==> config.mk <==
export PLATFORM = sky130hd
export DESIGN_NAME = sso_ctrl
export DESIGN_NICKNAME = d
export VERILOG_FILES = /design/src/sso_pkg.sv /design/src/sso_ctrl.sv
export SDC_FILE = /design/constraint.sdc
export NUM_CORES = 1
export LEC_CHECK = 0
export BUFFER_PORTS_ARGS = -buffer_cell sky130_fd_sc_hd__buf_4
export CORE_MARGIN = 5
export CORE_UTILIZATION = 35
export CTS_CLUSTER_SIZE = 16
export DETAILED_ROUTE_END_ITERATION = 6
export GPL_TIMING_DRIVEN = 0
export PLACE_DENSITY = 0.53
export SYNTH_ARGS = -nofsm -noshare
export SYNTH_HDL_FRONTEND = slang
export SYNTH_SLANG_ARGS = --single-unit
export TNS_END_PERCENT = 100
==> constraint.sdc <==
create_clock -name clk_i -period 5 [get_ports clk_i]
set_input_delay 1 -clock clk_i [delete_from_list [all_inputs] [get_ports clk_i]]
set_output_delay 1 -clock clk_i [all_outputs]
set_load 0.01 [all_outputs]
==> src/sso_pkg.sv <==
// Shared types, widths and opcodes for the sphere set overlap block.
`timescale 1ns / 1ps

package sso_pkg;

  // Default number of sphere slots per set
  localparam int SPHERE_SLOTS_DEF = 32;

  // Fixed field widths
  localparam int OP_W    = 2;
  localparam int SLOT_W  = 5;
  localparam int COORD_W = 24;
  localparam int RAD_W   = 16;
  localparam int COUNT_W = 6;
  localparam int MASK_W  = 32;

  // Datapath widths
  localparam int DIFF_W = COORD_W + 1;   // coordinate difference, also its magnitude
  localparam int SQ_W   = 2 * DIFF_W;    // squared axis distance
  localparam int SUM_W  = SQ_W + 2;      // sum of three squares
  localparam int RS_W   = RAD_W;         // sum of two positive radii
  localparam int RS2_W  = 2 * RS_W;      // squared radius sum

  typedef enum logic [OP_W-1:0] {
    OP_STORE_A = 2'd0,
    OP_STORE_B = 2'd1,
    OP_TEST    = 2'd2
  } op_e;

  // One stored sphere
  typedef struct packed {
    logic signed [COORD_W-1:0] x;
    logic signed [COORD_W-1:0] y;
    logic signed [COORD_W-1:0] z;
    logic signed [RAD_W-1:0]   r;
  } sphere_t;

  // Controller to datapath
  typedef struct packed {
    logic wr_a;       // write set A entry
    logic wr_b;       // write set B entry
    logic clear;      // clear working masks
    logic issue;      // launch one pair into the compare pipeline
    logic take_hit;   // record the hit at the pipeline end
    logic load_out;   // copy working masks into the output register
  } cmd_t;

  // Datapath to controller
  typedef struct packed {
    logic busy;       // some pair still in flight
    logic hit;        // overlapping pair at the pipeline end
  } status_t;

endpackage

==> src/sso_ctrl.sv <==
// Controller: handshakes, pair scan sequencing and first-hit bookkeeping.
`timescale 1ns / 1ps

module sso_ctrl import sso_pkg::*; #(
  parameter int SPHERE_SLOTS = SPHERE_SLOTS_DEF,
  parameter int IDX_W        = (SPHERE_SLOTS > 1) ? $clog2(SPHERE_SLOTS) : 1
) (
  input  logic               clk_i,
  input  logic               rst_ni,
  input  logic               in_valid_i,
  input  logic [OP_W-1:0]    in_op_i,
  input  logic [SLOT_W-1:0]  in_slot_i,
  input  logic [COUNT_W-1:0] in_count_a_i,
  input  logic [COUNT_W-1:0] in_count_b_i,
  output logic               in_ready_o,
  output logic               out_valid_o,
  input  logic               out_ready_i,
  output cmd_t               cmd_o,
  input  status_t            status_i,
  input  logic [IDX_W-1:0]   hit_a_idx_i,
  output logic [IDX_W-1:0]   rd_a_idx_o,
  output logic [IDX_W-1:0]   rd_b_idx_o
);

  localparam int CNT_W = $clog2(SPHERE_SLOTS + 1);
  localparam int PW    = CNT_W + 1;

  typedef enum logic [3:0] {
    ST_IDLE   = 4'b0001,
    ST_RUN    = 4'b0010,
    ST_DRAIN  = 4'b0100,
    ST_FINISH = 4'b1000
  } state_e;

  state_e           state_q, state_d;
  logic [IDX_W-1:0] ii_q, ii_d, jj_q, jj_d;
  logic [CNT_W-1:0] na_q, na_d, nb_q, nb_d;
  logic [IDX_W-1:0] hit_row_q, hit_row_d;
  logic             hit_row_vld_q, hit_row_vld_d;
  logic             out_valid_q, out_valid_d;

  logic             in_accept;
  logic             slot_ok;
  logic [CNT_W-1:0] na_sat, nb_sat;
  logic             take_hit;
  logic             i_last, j_last, hit_last;

  // Decode the transfer and saturate the counts
  always_comb begin
    in_accept = in_valid_i && (state_q == ST_IDLE);
    slot_ok   = int'(in_slot_i) < SPHERE_SLOTS;
    na_sat    = (int'(in_count_a_i) > SPHERE_SLOTS) ? CNT_W'(SPHERE_SLOTS)
                                                    : CNT_W'(in_count_a_i);
    nb_sat    = (int'(in_count_b_i) > SPHERE_SLOTS) ? CNT_W'(SPHERE_SLOTS)
                                                    : CNT_W'(in_count_b_i);
    // Drop hits of a row that already has its first hit
    take_hit  = status_i.hit && !(hit_row_vld_q && (hit_a_idx_i == hit_row_q));
    i_last    = (PW'(ii_q) + PW'(1)) == PW'(na_q);
    j_last    = (PW'(jj_q) + PW'(1)) == PW'(nb_q);
    hit_last  = (PW'(hit_a_idx_i) + PW'(1)) == PW'(na_q);
  end

  // Sequence the scan
  always_comb begin
    state_d       = state_q;
    ii_d          = ii_q;
    jj_d          = jj_q;
    na_d          = na_q;
    nb_d          = nb_q;
    hit_row_d     = hit_row_q;
    hit_row_vld_d = hit_row_vld_q;
    cmd_o         = '0;

    cmd_o.wr_a     = in_accept && (in_op_i == OP_STORE_A) && slot_ok;
    cmd_o.wr_b     = in_accept && (in_op_i == OP_STORE_B) && slot_ok;
    cmd_o.take_hit = take_hit;

    if (take_hit) begin
      hit_row_d     = hit_a_idx_i;
      hit_row_vld_d = 1'b1;
    end

    unique case (state_q)
      ST_IDLE: begin
        if (in_accept && (in_op_i == OP_TEST)) begin
          cmd_o.clear   = 1'b1;
          na_d          = na_sat;
          nb_d          = nb_sat;
          ii_d          = '0;
          jj_d          = '0;
          hit_row_vld_d = 1'b0;
          state_d       = ((na_sat == '0) || (nb_sat == '0)) ? ST_DRAIN : ST_RUN;
        end
      end
      ST_RUN: begin
        cmd_o.issue = 1'b1;
        if (take_hit && (hit_a_idx_i == ii_q)) begin
          // Skip the rest of the row that just hit
          ii_d = hit_a_idx_i + IDX_W'(1);
          jj_d = '0;
          if (hit_last) begin
            state_d = ST_DRAIN;
          end
        end else if (j_last) begin
          ii_d = ii_q + IDX_W'(1);
          jj_d = '0;
          if (i_last) begin
            state_d = ST_DRAIN;
          end
        end else begin
          jj_d = jj_q + IDX_W'(1);
        end
      end
      ST_DRAIN: begin
        if (!status_i.busy) begin
          state_d = ST_FINISH;
        end
      end
      ST_FINISH: begin
        if (!out_valid_q || out_ready_i) begin
          cmd_o.load_out = 1'b1;
          state_d        = ST_IDLE;
        end
      end
      default: begin
        state_d = ST_IDLE;
      end
    endcase
  end

  // Hold the result until the receiver takes it
  always_comb begin
    if (cmd_o.load_out) begin
      out_valid_d = 1'b1;
    end else if (out_ready_i) begin
      out_valid_d = 1'b0;
    end else begin
      out_valid_d = out_valid_q;
    end
  end

  always_ff @(posedge clk_i or negedge rst_ni) begin
    if (!rst_ni) begin
      state_q       <= ST_IDLE;
      ii_q          <= '0;
      jj_q          <= '0;
      na_q          <= '0;
      nb_q          <= '0;
      hit_row_q     <= '0;
      hit_row_vld_q <= 1'b0;
      out_valid_q   <= 1'b0;
    end else begin
      state_q       <= state_d;
      ii_q          <= ii_d;
      jj_q          <= jj_d;
      na_q          <= na_d;
      nb_q          <= nb_d;
      hit_row_q     <= hit_row_d;
      hit_row_vld_q <= hit_row_vld_d;
      out_valid_q   <= out_valid_d;
    end
  end

  assign in_ready_o  = (state_q == ST_IDLE);
  assign out_valid_o = out_valid_q;
  assign rd_a_idx_o  = ii_q;
  assign rd_b_idx_o  = jj_q;

`ifndef NO_ASSERTIONS
  // A test transfer always leaves idle
  a_test_starts: assert property (@(posedge clk_i) disable iff (!rst_ni)
    (in_accept && (in_op_i == OP_TEST)) |=> (state_q != ST_IDLE))
    else $error("test transfer did not start a scan");

  // The output register is loaded only when free
  a_load_free: assert property (@(posedge clk_i) disable iff (!rst_ni)
    cmd_o.load_out |-> (!out_valid_q || out_ready_i))
    else $error("result overwritten before transfer");

  // Nothing is in flight while idle
  a_idle_empty: assert property (@(posedge clk_i) disable iff (!rst_ni)
    (state_q == ST_IDLE) |-> !status_i.busy)
    else $error("pair in flight while idle");

  // Hits are recorded only during a scan
  a_hit_in_scan: assert property (@(posedge clk_i) disable iff (!rst_ni)
    take_hit |-> ((state_q == ST_RUN) || (state_q == ST_DRAIN)))
    else $error("hit recorded outside a scan");
`endif

endmodule

==> run metrics, run 1 <==
IO Count=48; first-pass GRT wire length=between 8 and 9 mm; Worst Skew=slightly below 0.009 ns; PD cells=477 nW/um2; Setup TNS Final=0 ns; router iterations before antenna repair=4; core area=5920 um2; worst min path class=flip-flop to flip-flop; Die ar.=~7700 um2; RSZ-0062 raised after global routing=false; Post-synth EDFFs=0; DR vias=1,831; Peak VDD IR=slightly above 0.2 mV; Avg Synthesized Cell Area=8.79 um2; post-cts hold buffer count=0; antenna violations before repair=0; status=finished, final reports clean; area leader, netlist=dfrtp_1; clk root buf=clkbuf_8; LEAKAGE=approximately 1.2 nW; main area contributors after synthesis=dfrtp_1 (38%), xnor2_1 (7.4%), nand2_1 (6.0%); Final Critical Period=3.09 ns; Yosys cell types=49; # rows=28; post-cts resize count=0; Fin. Hold Viols=0; Max Cap Viol=0; TritonCTS clock tree=done; Die Wd=between 80 and 90 um; initial core utilization=between 30% and 40%; Primary FF master, synth=dfrtp_1; Synthesized Nets=between 200 and 300; Synth-to-Final Area Change=23.7%; type of the worst setup path=input port to output pin; crit path cell chain=buf_4 -> buf_2 -> xnor2_1 -> nand2_1 -> o21ai_1 -> inv_1 -> buf_4 -> buf_4; largest net degree at the start of global routing=34; FFs w/ async S/R, synth=100%; post-synth top area share=about 38%; Tcrit/Tclk final=61.7%; Post-Syn Area=2120 um2; Fmax=324 MHz; Commonest cells post-synth=nand2_1 (34), dfrtp_1 (32), o21ai_0 (24); Via density=between 5 and 6; yosys warns=0; GP Congestion=approximately 0.73; number of placed cells counting well taps=355; Worst setup SP type=input port; gr usage total=about an eighth; post-CTS setup buffers=0; Die H=roughly 88 um; Total Wirelength=about 4.9 mm; post-layout instance count excluding filler cells=363; post-synthesis cell count=approximately 240; Num CTS Buffers=5; vias in the first global route=1,797; final net count=around 320; CP Capture Type=output pin; Slew Limit Fails=0; CP required=approximately 4.0 ns; post-synthesis sequential area ratio=about 40%; wire per inst=13.4 um; critical path data arrival time=about 2.1 ns; CP max-delay cell=o21ai_1; most frequent cell after synthesis=nand2_1; clk sinks=33; buffers added on ports=39; final setup fails=0; clock latency at the later pin of the worst-skew pair=between 0.2 and 0.3 ns; Max H-tree Level=2; Fill cells=597; slew margin rel.=between 60% and 70%; Worst path max stage delay=roughly 0.26 ns; # DRC=0; clk buf depth=2; Reg clk slew, reported paths=approximately 0.060 ns; #FFs+latches synth=33; ant diodes=0; DRT antenna net count=0; DRT iter0 DRCs=between 50 and 60; most frequent CP cell=buf_4; Slew @ Worst Pin=between 0.4 and 0.5 ns; post-DP HPWL=approximately 3.7 mm; GRT overflow=0; share of cells above drive strength 1=~22%; worst-path fanout max=6
==> state kept, by name (all words and copies together), names as in the netlist <==
register / flops
rd_a_idx_o: 5
rd_b_idx_o: 5
nb_q: 6
out_valid_o: 1
hit_row_q: 5
state_q: 4
hit_row_vld_q: 1
na_q: 6
==> worst paths after layout <==
| check | depth (start not counted) | end | from | slack, ns |
|---|---|---|---|---|
| worst min-delay path | 2 | nb_q[2] | nb_q[2] | 0.49 |
| min in group asynchronous | 1 | hit_row_q[0] | rst_ni | 0.66 |
| worst max-delay path | 8 | cmd_o[1] | hit_a_idx_i[0] | 1.91 |
| max in group asynchronous | 1 | state_q[0] | rst_ni | 4.01 |
| worst max register to register | 8 | rd_a_idx_o[4] | rd_b_idx_o[0] | 2.65 |
| worst min register to register | 2 | nb_q[2] | nb_q[2] | 0.49 |
==> cell type report <==
| cell class | count | area [um2] | share of cell area (%) |
|---|---|---|---|
| sequential | 33 | 827 | 31.5 |
| buffer | 13 | 67.6 | 2.58 |
| inverter | 8 | 30.0 | 1.15 |
| clock inverter | 1 | 30.0 | 1.15 |
| clock buffer | 7 | 86.3 | 3.29 |
| tap | 75 | 93.8 | 3.58 |
| multi-input combinational | 187 | 1190 | 45.6 |
| timing repair buffer | 39 | 293 | 11.2 |
==> worst max-delay path, delay by kind of cell <==
family                    cells  cell delay, ns
AOI/OAI and AO/OA             1            0.26
xor gates and xnor gates      1            0.13
and+or+nand+nor               1            0.09
buffers and inverters         5            0.60
==> metal layers <==
metal | GRT usage, % | vias to the layer above | routed length, um
met1 | 18.6 | 863 | 2470
met4 | 4.18 | 0 | 44
met3 | 2.54 | 2 | 194
met5 | 0 | - | 0
met2 | 20.8 | 33 | 2150
li1 | - | 933 | -
==> stage by stage <==
| step | hold slack, ns | total power [mW] | instance area [um2] | util [%] | setup WS [ns] |
|---|---|---|---|---|---|
| 2_1_floorplan | 0.455 | 0.825 | 2120 | - | 2.19 |
| 6_report | 0.492 | 1.25 | 2620 | 44.3 | 1.91 |
| 4_1_cts | 0.497 | 1.27 | 2620 | 44.3 | 1.91 |
| 3_5_place_dp | 0.481 | 0.998 | 2510 | 42.3 | 1.91 |
| 5_1_grt | 0.536 | 1.36 | 2620 | 44.3 | 1.71 |
| 3_3_place_gp | 0.483 | 0.989 | 2510 | 42.3 | 1.91 |
==> cell families after synthesis <==
group	count (synthesis)	share of synthesized area (%)
xor gates and xnor gates	29	12.0
DFF	33	39.0
buffers and inverters	21	4.60
AOI/OAI and AO/OA	48	13.5
adders and majority gates	4	2.36
and+or+nand+nor	99	24.9
muxes	7	3.60
==> report_power, final <==
part	total [mW]	internal [mW]	switching [mW]
logic	0.523	0.259	0.265
clock network	0.262	0.163	0.0995
registers	0.466	0.356	0.110
total	1.25	0.777	0.474
==> placed cells by master (no fill, tap or decap), types with 2 or more instances in the layout <==
master	instances
or3_1	3
nand3b_1	3
dfrtp_1	32
nand4_1	2
a21oi_1	7
ha_1	4
clkbuf_1	8
nand2b_1	14
xnor2_1	18
nand3_1	10
clkinv_1	2
buf_4	41
o21ai_0	24
clkbuf_8	6
nand2_1	34
mux2_2	5
o22ai_1	4
and3_1	3
nor4_1	3
buf_2	3
nor2_1	11
xor2_1	11
mux2i_1	2
nor3_1	6
inv_1	6
Power figures use the tool's default switching activity.
==> run 2: changes to the inputs <==
PLACE_DENSITY = 0.55   (was 0.53)
clock period = 2.5 ns   (was 5 ns; I/O delays follow)
==> run metrics, run 2 (synthesized netlist as in run 1, its figures left out) <==
# rows=28 (unchanged); worst-path fanout max=7 (+1); clk root buf=clkbuf_8; # DRC=0 (unchanged); Fin. Hold Viols=0 (unchanged); CP required=2.00 ns (-2.00 ns); initial core utilization=35.8% (unchanged); RSZ-0062 raised after global routing=false; antenna violations before repair=0 (unchanged); DRT antenna net count=0 (unchanged); post-cts hold buffer count=0 (unchanged); clk buf depth=2 (unchanged); most frequent cells in the layout=buf_4 (41), nand2_1 (33), dfrtp_1 (32); vias in the first global route=1,722 (-4.2%); worst min path class=input port to asynchronous set/reset pin; largest net degree at the start of global routing=34 (unchanged); gr usage total=13.5% (+0.18 points); clock latency at the later pin of the worst-skew pair=0.29 ns (about the same); Final Critical Period=between 2 and 2.5 ns; CP Capture Type=output pin; Worst Skew=0.00954 ns (+0.000828 ns); Reg clk slew, reported paths=0.08 ns (+0.02 ns); worst setup margin=0.187 ns (-1.73 ns); Tcrit/Tclk final=92.5%; Die ar.=7710 um2 (unchanged); Slew @ Worst Pin=0.449 ns (-0.0205 ns); Max Cap Viol=0 (unchanged); clk sinks=33 (unchanged); final net count=321 (unchanged); IO Count=48 (unchanged); Worst setup SP type=flip-flop; worst r2r path cells=8 (unchanged); post-DP HPWL=3.68 mm (-1.3%); Total Wirelength=4.86 mm (unchanged); Synth-to-Final Area Change=22.8%; Max H-tree Level=2 (unchanged); wire per inst=13.4 um (unchanged); DR vias=1,829 (-0.11%); biggest regs=na_q x6, nb_q x6; first-pass GRT wire length=8.19 mm (+0.17%); worst slack at placement=0.154 ns (-1.76 ns); GRT overflow=0 (unchanged); Peak VDD IR=0.304 mV (+49%); core area=5920 um2 (unchanged); Die H=87.8 um (unchanged); M3 GR Usage=3.01% (+0.47 points); Fmax=around 430 MHz; slew margin rel.=69.3% (+0.83 points); ant diodes=0 (unchanged); Most Used Layer, Global Route=met2; Slew Limit Fails=0 (unchanged); Via density=5.04 (-0.11%); Die Wd=87.8 um (unchanged); GR Util met2=20.5% (-0.34 points); LEAKAGE=1.16 nW (-1.2%); Setup TNS Final=0 ns (unchanged); Num CTS Buffers=5 (unchanged); TritonCTS clock tree=done; commonest non-fill, non-tap cell in the layout=buf_4; final setup fails=0 (unchanged); share of cells above drive strength 1=23.6% (+1.4 points); DRT iter0 DRCs=69 (+17%); PD cells=917 nW/um2 (+92%); GP Congestion=0.774 (+5.6%); status=finished, final reports clean; router iterations before antenna repair=4 (unchanged); buffers added on ports=39 (unchanged); critical path data arrival time=1.81 ns (-0.28 ns); GR Util met1=18.7% (+0.18 points); type of the worst setup path=flip-flop to output pin
==> run 2: final cells by class <==
type	count	area, um2
well taps	75	93.8
fillers	590	3320
inverters	8	30.0
multi-input cells	187	1200
clock inverters	3	17.5
plain buffers	13	67.6
flip-flops and latches	33	827
clock buffers	5	68.8
repair buffers	39	293
==> run 2: path summary, 6_finish.rpt <==
kind,from,to,slack [ns]
max in group asynchronous,rst_ni,state_q[0],2.02
max,state_q[0],cmd_o[5],0.19
min reg2reg,nb_q[2],nb_q[2],0.48
min,rst_ni,hit_row_q[4],0.15
min in group clk_i,status_i[1],state_q[3],0.39
max reg2reg,rd_b_idx_o[0],rd_a_idx_o[4],0.21
==> run 2: stage by stage <==
step	hold WS, ns	area (um2)	power (mW)	instances	utilization, %
after detailed placement	0.477	2510	1.99	355	42.3
after CTS	0.166	2600	2.41	363	43.9
final	0.146	2600	2.39	363	44.0
after floorplan	0.204	2120	1.65	241	-
after global placement	0.472	2510	1.98	355	42.3
after global routing	0.180	2600	2.60	363	44.0
==> run 2: critical path, cell delays in order (launching register included) <==
cell and delay, ns:
dfstp_2 0.58, nand2b_1 0.09, nor3_2 0.28, inv_1 0.10, nor4b_1 0.30, buf_4 0.18
==> run 2: power by group <==
part	switching (mW)	internal [mW]
registers	0.221	0.712
logic	0.528	0.523
clock network	0.211	0.192
total	0.960	1.43
==> run 2: timing repair <==
item | in CTS | in global routing
gates resized for setup | 1 | 2
setup endpoints to repair | 1 | 3
pin swaps | 0 | 0
setup buffers | 0 | 0
==> run 2: layer usage <==
metal	wire (um)	vias to the layer above
met4	47	0
met2	2130	47
met3	246	2
met1	2430	851
li1	-	929
met5	0	-
==> run 3: changes to the inputs <==
RECOVER_POWER = 25   (was default)
==> run metrics, run 3 (synthesized netlist as in run 1, its figures left out) <==
status=finished with violations; failing checks=capacitance limit, slew limit; Slew @ Worst Pin=1.78 ns (+1.33 ns); antenna violations before repair=0 (unchanged); crit path to=cmd_o[5]; Worst setup SP type=flip-flop; commonest non-fill, non-tap cell in the layout=buf_4; TritonCTS clock tree=done; final net count=321 (unchanged); worst setup margin=0.187 ns (unchanged); LEAKAGE=1.15 nW (-0.31%); slew margin rel.=-18.7% (-88 points); worst setup path start=state_q[0]; DRT iter0 DRCs=70 (+1.4%); Die Wd=87.8 um (unchanged); clk sinks=33 (unchanged); gr usage total=13.5% (unchanged); buffers added on ports=39 (unchanged); Fin. Hold Viols=0 (unchanged); r2r startpoint=rd_b_idx_o[0]; post-DP HPWL=3.68 mm (unchanged); first-pass GRT wire length=8.19 mm (unchanged); Synth-to-Final Area Change=22.6%; metal3 WL=246 um (unchanged); share of cells above drive strength 1=23.3% (-0.35 points); highest routed layer=met4; PD cells=918 nW/um2 (+0.11%); Int Pwr=1.43 mW (about the same); RSZ-0062 raised after global routing=false; clock share of power=16.9% (about the same); worst min path class=input port to flip-flop; router iterations before antenna repair=4 (unchanged); initial core utilization=35.8% (unchanged); Max Cap Viol=1 (+1); Post-Route M1 WL=2.43 mm (about the same); Setup TNS Final=0 ns (unchanged); worst-path fanout max=7 (unchanged); core area=5920 um2 (unchanged); Reg clk slew, reported paths=0.07 ns (about the same); Total Wirelength=4.87 mm (+0.19%); footprint of the multi-input gates=1200 um2 (unchanged); Fmax=432 MHz (unchanged); worst r2r path cells=8 (unchanged); met2 wire len=2.14 mm (+0.47%); GRT overflow=0 (unchanged); sw frac=40.2% (about the same); CP Capture Type=output pin; Comb pwr share=44.0% (about the same); Final Critical Period=2.31 ns (unchanged); R2R setup slack=0.21 ns (about the same); Tcrit/Tclk final=92.5% (unchanged); Die H=87.8 um (unchanged); Num CTS Buffers=5 (unchanged); CP required=2.00 ns (about the same); clk buf depth=2 (unchanged); worst slack at placement=0.154 ns (unchanged); most frequent cells in the layout=buf_4 (40), nand2_1 (33), dfrtp_1 (32); number of placed cells counting well taps=355 (unchanged); vias in the first global route=1,722 (unchanged); GP Congestion=0.774 (unchanged); IO Count=48 (unchanged); type of the worst setup path=flip-flop to output pin; Psw=960 uW (about the same); # DRC=0 (unchanged); Slew Limit Fails=34 (+34); Peak VDD IR=0.304 mV (unchanged); Die ar.=7710 um2 (unchanged); largest net degree at the start of global routing=34 (unchanged); DR vias=1,828 (-0.055%); PnR Total Power=2.39 mW (about the same); critical path data arrival time=1.81 ns (about the same); share of power burned in registers=39.1% (about the same); Max H-tree Level=2 (unchanged); # rows=28 (unchanged); Fill cells=592 (+0.34%); ant diodes=0 (unchanged); biggest regs=na_q x6, nb_q x6; worst hold slack=0.391 ns (+0.245 ns); clk root buf=clkbuf_8; wire per inst=13.4 um (+0.19%); Worst Skew=0.00954 ns (unchanged); final setup fails=0 (unchanged); Via density=5.04 (about the same); clock latency at the later pin of the worst-skew pair=0.29 ns (about the same); reg2reg end=rd_a_idx_o[4]; DRT antenna net count=0 (unchanged); post-layout instance count excluding filler cells=363 (unchanged); register area=827 um2 (unchanged)
run 3: cell types whose count changed in the layout (fill, tap and decap cells not counted), sizes merged:
cell / change
clkbuf: +1
buf: -1
run 3: how the worst min path moves through the flow:
stage / from / endpoint / slack (ns) / cells after the start
global placement: rst_ni / hit_row_q[1] / 0.47 / 1
floorplan: rst_ni / hit_row_q[0] / 0.20 / 0
global route: status_i[1] / state_q[3] / 0.40 / 2
CTS: rst_ni / hit_row_q[4] / 0.17 / 1
finish: status_i[1] / state_q[3] / 0.39 / 2
detailed placement: rst_ni / hit_row_q[1] / 0.48 / 1
run 3: worst max-delay path, cell delays in order (launching register included):
cell,delay (ns)
dfstp_2,0.58
nand2b_1,0.09
nor3_2,0.28
inv_1,0.10
nor4b_1,0.30
buf_4,0.18
run 3: power by group through the flow:
stage               registers [mW]  clock network (mW)  logic (mW)
CTS                          0.934               0.418        1.06
detailed placement           0.943                   0        1.05
global route                 0.964               0.441        1.19
global placement             0.941                   0        1.04
floorplan                    0.903                   0       0.747
finish                       0.933               0.403        1.05
run 3: what timing repair did:
item / CTS / global route
gates resized for setup: 1 / 2
setup buffers: 0 / 0
pin swaps: 0 / 0
setup endpoints to repair: 1 / 3
hold buffers: 0 / 0
run 3: layout make-up:
cell class	instances	share of cell area, %
flip-flops and latches	33	31.8
clock buffers	5	2.65
plain buffers	13	2.60
multi-input cells	187	46.4
well taps	75	3.61
repair buffers	39	11.1
inverters	8	1.16
clock inverters	3	0.674
run 3: through the flow:
stage	cell area (um2)	util, %
after detailed placement	2510	42.3
final	2600	43.9
after global routing	2600	43.9
after CTS	2600	43.9
after global placement	2510	42.3
after floorplan	2120	-
run 3: routing by layer:
metal | up-vias | global-route usage [%]
met3 | 2 | 3.01
met2 | 47 | 20.5
met5 | - | 0
met1 | 850 | 18.7
li1 | 929 | -
met4 | 0 | 5.02
